**config.mk**
```make
export PLATFORM = sky130hd
export DESIGN_NAME = fvn_mul
export DESIGN_NICKNAME = d
export VERILOG_FILES = /design/src/hw/rtl/fvn_pkg.sv /design/src/hw/rtl/fvn_mul.sv
export SDC_FILE = /design/constraint.sdc
export NUM_CORES = 1
export LEC_CHECK = 0
export ABC_AREA = 1
export BUFFER_PORTS_ARGS = -buffer_cell sky130_fd_sc_hd__buf_4
export CAP_MARGIN = 10
export CORE_ASPECT_RATIO = 0.7
export CORE_MARGIN = 1
export CORE_UTILIZATION = 30
export DETAILED_ROUTE_END_ITERATION = 6
export GPL_TIMING_DRIVEN = 1
export PLACE_DENSITY = 0.46
export RECOVER_POWER = 50
export SLEW_MARGIN = 20
export SYNTH_ARGS = -nofsm -noshare
export SYNTH_HDL_FRONTEND = slang
export SYNTH_SLANG_ARGS = --single-unit
```
**constraint.sdc**
```tcl
create_clock -name clk -period 13.4 [get_ports clk]
set_input_delay 1.34 -clock clk [delete_from_list [all_inputs] [get_ports clk]]
set_output_delay 1.34 -clock clk [all_outputs]
set_load 0.005 [all_outputs]
```
**src/hw/rtl/fvn_pkg.sv**
```systemverilog
// Package for the fractal value noise core: widths, defaults, codes.
// Used by every other file of the block; depends on nothing.
package fvn_pkg;

  // Parameter defaults
  localparam int SIZE_EXP_DEF    = 5;
  localparam int MAX_OCTAVES_DEF = 8;

  // Field widths
  localparam int INDEX_W = 15;
  localparam int COORD_W = 32;
  localparam int GAIN_W  = 17;
  localparam int NOISE_W = 17;
  localparam int OCTC_W  = 4;
  localparam int CFG_IDX_W  = 2;
  localparam int CFG_DATA_W = 17;

  // Shared multiplier operand and product widths
  localparam int MUL_A_W = 34;
  localparam int MUL_B_W = 18;
  localparam int MUL_P_W = MUL_A_W + MUL_B_W;

  // Q1.16 one
  localparam logic [16:0] ONE_Q16 = 17'd65536;

  // Reset values of the configuration registers
  localparam logic [OCTC_W-1:0] OCT_RESET  = 4'd4;
  localparam logic [GAIN_W-1:0] GAIN_RESET = 17'd32768;

  // Register indexes
  localparam logic [CFG_IDX_W-1:0] REG_OCTAVES = 2'd0;
  localparam logic [CFG_IDX_W-1:0] REG_GAIN    = 2'd1;

  // Opcodes
  localparam logic OP_WRITE = 1'b0;
  localparam logic OP_QUERY = 1'b1;

  // Operands for the shared multiplier
  typedef struct packed {
    logic [MUL_A_W-1:0] a;
    logic [MUL_B_W-1:0] b;
  } mul_op_t;

endpackage

```
**src/hw/rtl/fvn_mul.sv**
```systemverilog
// Shared unsigned multiplier with a registered product.
// Depends on fvn_pkg.
module fvn_mul import fvn_pkg::*; (
  input  logic               clk,
  input  mul_op_t            op,
  output logic [MUL_P_W-1:0] p
);

  // Product lands in the cycle after the operands
  always_ff @(posedge clk) begin
    p <= MUL_P_W'(op.a) * MUL_P_W'(op.b);
  end

endmodule

```
# == Word-level counts from Yosys, hierarchy flattened ==
# Index checks and enable logic that the tools add are counted.
# classes
n_mul,1
# op_table
op,count
$mul A34 B18 Y52,1
# totals
register_bits,52
output_inout_bits,52
elab_cells,2

# == Depth between registers and ports, before layout ==
# Gate-level depths: netlist (run 1).
# logic_depth
depth_word,1
depth_mapped,29
depth_no_buf,27

# == Worst setup path before layout (run 1) ==
# Ideal clock, no wire load.
# synth_timing
path_type,in2reg
start,input port op[50] (netlist bit)
end,register p[44]
setup_time_ps,112
arrival_time_ps,6255
path_slack_ps,7032
cell_stages,25
n_path_buf,2
path_cell_list,clkbuf_1 clkbuf_1 nand2_1 fa_1 inv_1 fa_1 inv_1 fa_1 inv_1 fa_1 fa_1 inv_1 fa_1 inv_1 ha_1 nand2_1 inv_1 nand2_1 nand2_1 a21oi_1 nor2_1 nor2_1 nand2_1 nand2_1 nand2_1
# synth_via
elab_chain_len,1
# synth_rtl
item,line_no,text
start: declaration,fvn_mul.sv:5,"input mul_op_t op,"
$mul A34 B18 Y52,fvn_mul.sv:11,p <= MUL_P_W'(op.a) * MUL_P_W'(op.b);
end signal: assignment,fvn_mul.sv:11,
end: declaration,fvn_mul.sv:6,output logic [MUL_P_W-1:0] p
# Every way passes these cells.

# == Final worst setup path (run 1) ==
# layout_timing
start,input port op[0] (netlist bit)
end,register p[40]
# Same word-level chain as after synthesis.

==> results of run 1 <==
==> Yosys cell counts <==
master       n  area (um^2)
inv_1     1013         3802
nand2_1    989         3712
fa_1       512        10250
clkbuf_1   130        488.0
ha_1       126         1577
nor2_1      57        214.0
dfxtp_1     52         1041
nand3_1     37        185.2
a21oi_1     28        140.1
nor2_2      24        150.1
xor2_1      24        210.2
nand2_2     19        118.9
buf_1       10        37.54
inv_2        9        33.78
nand4_1      8        50.05
nand3_2      7        70.07
o21bai_1     6        45.04
nor2_4       5        56.30
xnor2_1      4        35.03
nor3_1       3        15.01
nor3_2       3        30.03
and2_1       2        12.51
a31oi_1      1        6.260
o21ai_0      1        5.000
or2_2        1        6.260
==> placed cells by master, fill, tap and decap left out, types with 6 or more instances in the layout <==
| master | instances |
|---|---|
| dfxtp_1 | 52 |
| clkbuf_4 | 42 |
| nor2_1 | 57 |
| o21bai_1 | 6 |
| buf_4 | 53 |
| nand4_1 | 8 |
| nand3_2 | 7 |
| inv_1 | 1013 |
| nand2_2 | 19 |
| nand2_1 | 989 |
| xor2_1 | 24 |
| ha_1 | 126 |
| nand3_1 | 37 |
| a21oi_1 | 28 |
| inv_2 | 9 |
| clkbuf_1 | 9 |
| nor2_2 | 24 |
| fa_1 | 512 |
==> stage by stage <==
step / hold slack [ns] / worst slack [ns] / std cells / utilization
final: 1.417 / 5.978 / 4019 / 0.3251
after global routing: 1.429 / 5.694 / 4019 / 0.3251
after CTS: 1.413 / 6.713 / 4019 / 0.3256
after detailed placement: 1.719 / 6.432 / 4012 / 0.3237
after global placement: 1.721 / 6.468 / 4012 / 0.3237
after floorplan: 1.615 / 7.032 / 3071 / -
==> layout make-up <==
type / count / area (um^2)
Fill cell: 7965 / 49550
Multi-Input combinational cell: 1857 / 16890
Clock buffer: 5 / 125.1
Clock inverter: 2 / 12.51
Tap cell: 977 / 1222
Inverter: 1022 / 3836
Sequential cell: 52 / 1041
Timing Repair Buffer: 104 / 747.0
==> per-layer routing <==
layer / vias to the layer above / part of all wire / track usage
met5: - / 0.00036 / 0
li1: 8248 / - / -
met2: 361 / 0.42 / 0.2926
met1: 8384 / 0.52 / 0.2937
met4: 4 / 0.0092 / 0.01519
met3: 46 / 0.047 / 0.01958
==> path summary, 6_finish.rpt <==
check / to / depth (start not counted) / slack [ns]
worst max-delay path: p[40]$_DFF_P_ / 20 / 5.98
worst min-delay path: p[0]$_DFF_P_ / 3 / 1.42
==> worst max-delay path, stage by stage <==
cell,delay [ns]
clkbuf_1,1.47
nand2_1,0.29
fa_1,0.64
inv_1,0.05
fa_1,0.53
fa_1,0.45
fa_1,0.61
inv_1,0.07
fa_1,0.50
inv_1,0.05
ha_1,0.37
nand2_1,0.12
inv_1,0.08
nand2_1,0.07
nor2_2,0.30
nand4_1,0.18
nand3_1,0.21
nand2_1,0.11
nand3_1,0.09
nand2_1,0.05
==> cell families after synthesis <==
logic type | after synthesis | synth area share
compound gates | 36 | 0.008812
xor+xnor | 28 | 0.01100
fa+ha+maj | 638 | 0.5305
buf+inv | 1162 | 0.1957
flops | 52 | 0.04670
simple gates | 1155 | 0.2073
==> flow_summary.toml, run 1 <==
[timing]
maxSlewHeadroom = -0.4060
drv_slew = 35
timing.final.crit_share = 0.5539
max_freq_ghz = 0.1347
hold_viol = 0
setup-violations-final = 0
rsz0062_at_grt = "false"
fin_tns_setup_ns = 0
max_slew.worst_pin.slew_ns = 2.109
period_needed_ns = 7.422

[worst_hold_path]
hp-start = "op[18]"
hp-class = "in -> reg"

[synthesis]
synth_fp_nets = 3762
ys_ff_latch = 52
ys_seq_area_frac = 0.04670
syn_area_per_cell_um2 = 7.259
synth_warnings = 0
syn_inst = 3071
synth_area_um2 = 22290
synth_cell_types = 25

[floorplan]
die_y_um = 230.1
placementRows = 83
die-area_um2 = 75420
start_util = 0.3036
ioPinCount = 105
die_w_um = 327.8
core_um2 = 73420

[clocking]
ctsHoldBuffers = 0
cts_tree = "yes"
htreeDepth = 2
cts_setup_buffers = 0
cts_inserted_buffers = 5
clockBufferDepth = 2
clk_pin_slew_ns = 0.07
cts-resized-gates = 0
numClockSinks = 52
cts_root_buf = "clkbuf_16"

[placed_design]
placed_area_um2 = 23770
hpwl_mm = 54.86
port_buffers = 104
gp_congestion = 0.8886

[worst_setup_path]
criticalPathCategory = "in -> reg"
cp_max_fo = 34
cp-end-kind = "flop"
start_kind = "primary input"
critPathArrivalTime_ns = 7.62
crit_start = "op[0]"
worst_ep_required_time_ns = 13.60

[finish]
diodes = 0
nNetsFinal = 3733
max_flop_register = "p"
top_regs = "p: 52 flops"
design_area_um2 = 23870
syn_to_final_growth_pct = 7.095
drive_gt1_frac = 0.05588
largest_reg_flops = 52

[detailed_routing]
final_antenna_net_count = 0
first_pass_iters = 5
wl_per_cell_um = 16.78
viasPerCell = 4.241
drc = 0
dr_total_vias = 17040
drtIter0Drc = 1049
wirelength_mm = 67.42

[global_routing]
overflow = 0
globalRouteTotalUtil = 0.1896
grt_first_pass_wirelength_mm = 110.3
grt_max_degree = 35
antenna_found_initial = 2
grt_pass1_vias = 18640

[run_status]
violations = "max-capacitance violations, max-slew violations"
status = "finished, violations left"

[job]
drv_cap = 1
Power of run 1 is left out: the tool's default activity adds up to more than one toggle a clock period on the data nets, which glitch-free logic cannot reach.
==> run 2, diff against run 1 <==
- PLACE_DENSITY: 0.46 -> 0.47
- clock period: 13.4 -> 6.1 ns (I/O delays scaled with it)
==> run 2 against run 1 <==
The flow now finishes without violations. Routed wire length rose by 0.38%. Non-clock buffer count rose by 70. Sequential cell count did not move. Critical path depth rose by 1. Count of clock-buffer cells in the layout rose by 2. Via count rose by 2.1%. Global-route usage barely moved. Die area did not move. Hold slack got worse by 0.74 ns. Cell count rose by 1.8%. Largest cell class unchanged.
==> flow_summary.toml, run 2 (same netlist as run 1, synthesis figures left out) <==
[clocking]
clk_pin_slew_ns = 0.07
htreeDepth = 2
numClockSinks = 52
cts_root_buf = "clkbuf_16"
clockBufferDepth = 2
ctsHoldBuffers = 0
cts_inserted_buffers = 5
cts_tree = "yes"

[placed_design]
port_buffers = 104
place_inst = 4082
gp_congestion = 0.8967
hpwl_mm = 56.38
dp_slack_ns = -0.06718

[worst_setup_path]
crit_chain = "buf_4, nand2_1, fa_1, inv_1, fa_1, inv_1, fa_1, inv_1, fa_1, fa_1, inv_1, fa_1, inv_1, ha_1, nand2_1, nor2_1, nand2_1, nor3_2, nand3_1, nand4_1, nand2_1"
crit_end = "p[47]$_DFF_P_"
criticalPathCategory = "in -> reg"
cp.depth = 21
start_kind = "primary input"
crit_path_top_delay_cell = "fa_1"
worst_ep_required_time_ns = 6.29
critPathTopFamily = "adder cells"
critical_path.most_common_cell = "fa_1"
critPathArrivalTime_ns = 6.05
critical_path_buf_inv_count = 6
crit_start = "op[3]"
cp-end-kind = "flop"
cp_max_fo = 27
cpPeakStageDelay_ns = 0.56

[floorplan]
die_w_um = 327.8
placementRows = 83
die_y_um = 230.1
start_util = 0.3036
ioPinCount = 105
core_um2 = 73420
die-area_um2 = 75420

[job]
drv_cap = 0

[global_routing]
globalRouteTotalUtil = 0.1898
overflow = 0
grt_pass1_vias = 18910
grt_first_pass_wirelength_mm = 110.3
antenna_found_initial = 1
grt_max_degree = 35

[finish]
nNetsFinal = 3803
fin_cells = 4091
largest_reg_flops = 52
mostFrequentLayoutCell = "inv_1"
utilization = 0.3340
max_flop_register = "p"
drive_gt1_frac = 0.07870
top_regs = "p: 52 flops"
syn_to_final_growth_pct = 10.01
final_cell_mix = "inv_1 (1013), nand2_1 (989), fa_1 (512)"

[timing]
max_freq_ghz = 0.1706
setup-violations-final = 0
timing.final.crit_share = 0.9612
timing.final.ws_setup_ns = 0.2370
maxSlewHeadroom = 0.6340
max_slew.worst_pin.slew_ns = 0.5491
rsz0062_at_grt = "false"
hold_viol = 0
period_needed_ns = 5.863
drv_slew = 0

[detailed_routing]
drtIter0Drc = 974
first_pass_iters = 5
drc = 0
wl_per_cell_um = 16.54
final_antenna_net_count = 0
viasPerCell = 4.253
dr_total_vias = 17400
wirelength_mm = 67.68

[run_status]
status = "finished, final reports clean"

[worst_hold_path]
whs_path_depth = 3
hp-class = "in -> reg"
## run 2: changes by cell type in the layout (fill, tap and decap cells not counted)
cell,delta
buf_12,+7
buf_4,+63
clkbuf_1,-4
buf_6,+1
diode_2,+1
clkbuf_4,+4
clkinv_2,-1
clkbuf_8,+1
## run 2: what timing repair did
action / CTS / global route
resized for setup: 0 / 1
hold endpoints to repair: 0 / 0
setup buffers: 0 / 0
setup endpoints to repair: 0 / 1
## run 2: per-layer routing
metal  vias to the layer above  part of all wire  global-route usage
met1                      8663              0.51              0.2822
li1                       8382                 -                   -
met3                        45             0.038             0.01777
met5                         -                 0                   0
met4                         0             0.012             0.02263
met2                       307              0.44              0.3053
## run 2: tightest hold or removal path: cells and delay by family
family	cells	cell delay [ns]
and+or+nand+nor	1	0.09
buffers and inverters	2	0.23
## run 2: final cells by class
type / instances / area, um^2
clock inverters: 1 / 7.507
diodes: 1 / 2.502
well taps: 977 / 1222
repair buffers: 174 / 1383
flip-flops and latches: 52 / 1041
fillers: 8020 / 48900
multi-input cells: 1857 / 16890
clock buffers: 7 / 142.6
inverters: 1022 / 3836
## run 2: through the flow
| step | hold WS (ns) | area, um^2 | setup TNS [ns] |
|---|---|---|---|
| 5_1_grt | 0.6876 | 24520 | 0 |
| 3_5_place_dp | 0.9890 | 24380 | -0.1348 |
| 4_1_cts | 0.6785 | 24530 | 0 |
| 6_report | 0.6758 | 24520 | 0 |
| 3_3_place_gp | 0.9892 | 24380 | -0.2436 |
| 2_1_floorplan | 0.8850 | 22290 | 0 |
## run 2: worst min path at each step
stage,start,slack [ns],endpoint
3_3_place_gp,p[7]$_DFF_P_,0.99,p[7]
4_1_cts,op[18],0.68,p[0]$_DFF_P_
2_1_floorplan,op[0],0.88,p[0]$_DFF_P_
6_report,op[18],0.68,p[0]$_DFF_P_
3_5_place_dp,p[3]$_DFF_P_,0.99,p[3]
5_1_grt,op[18],0.69,p[0]$_DFF_P_
Power of run 2 is left out for the same reason.
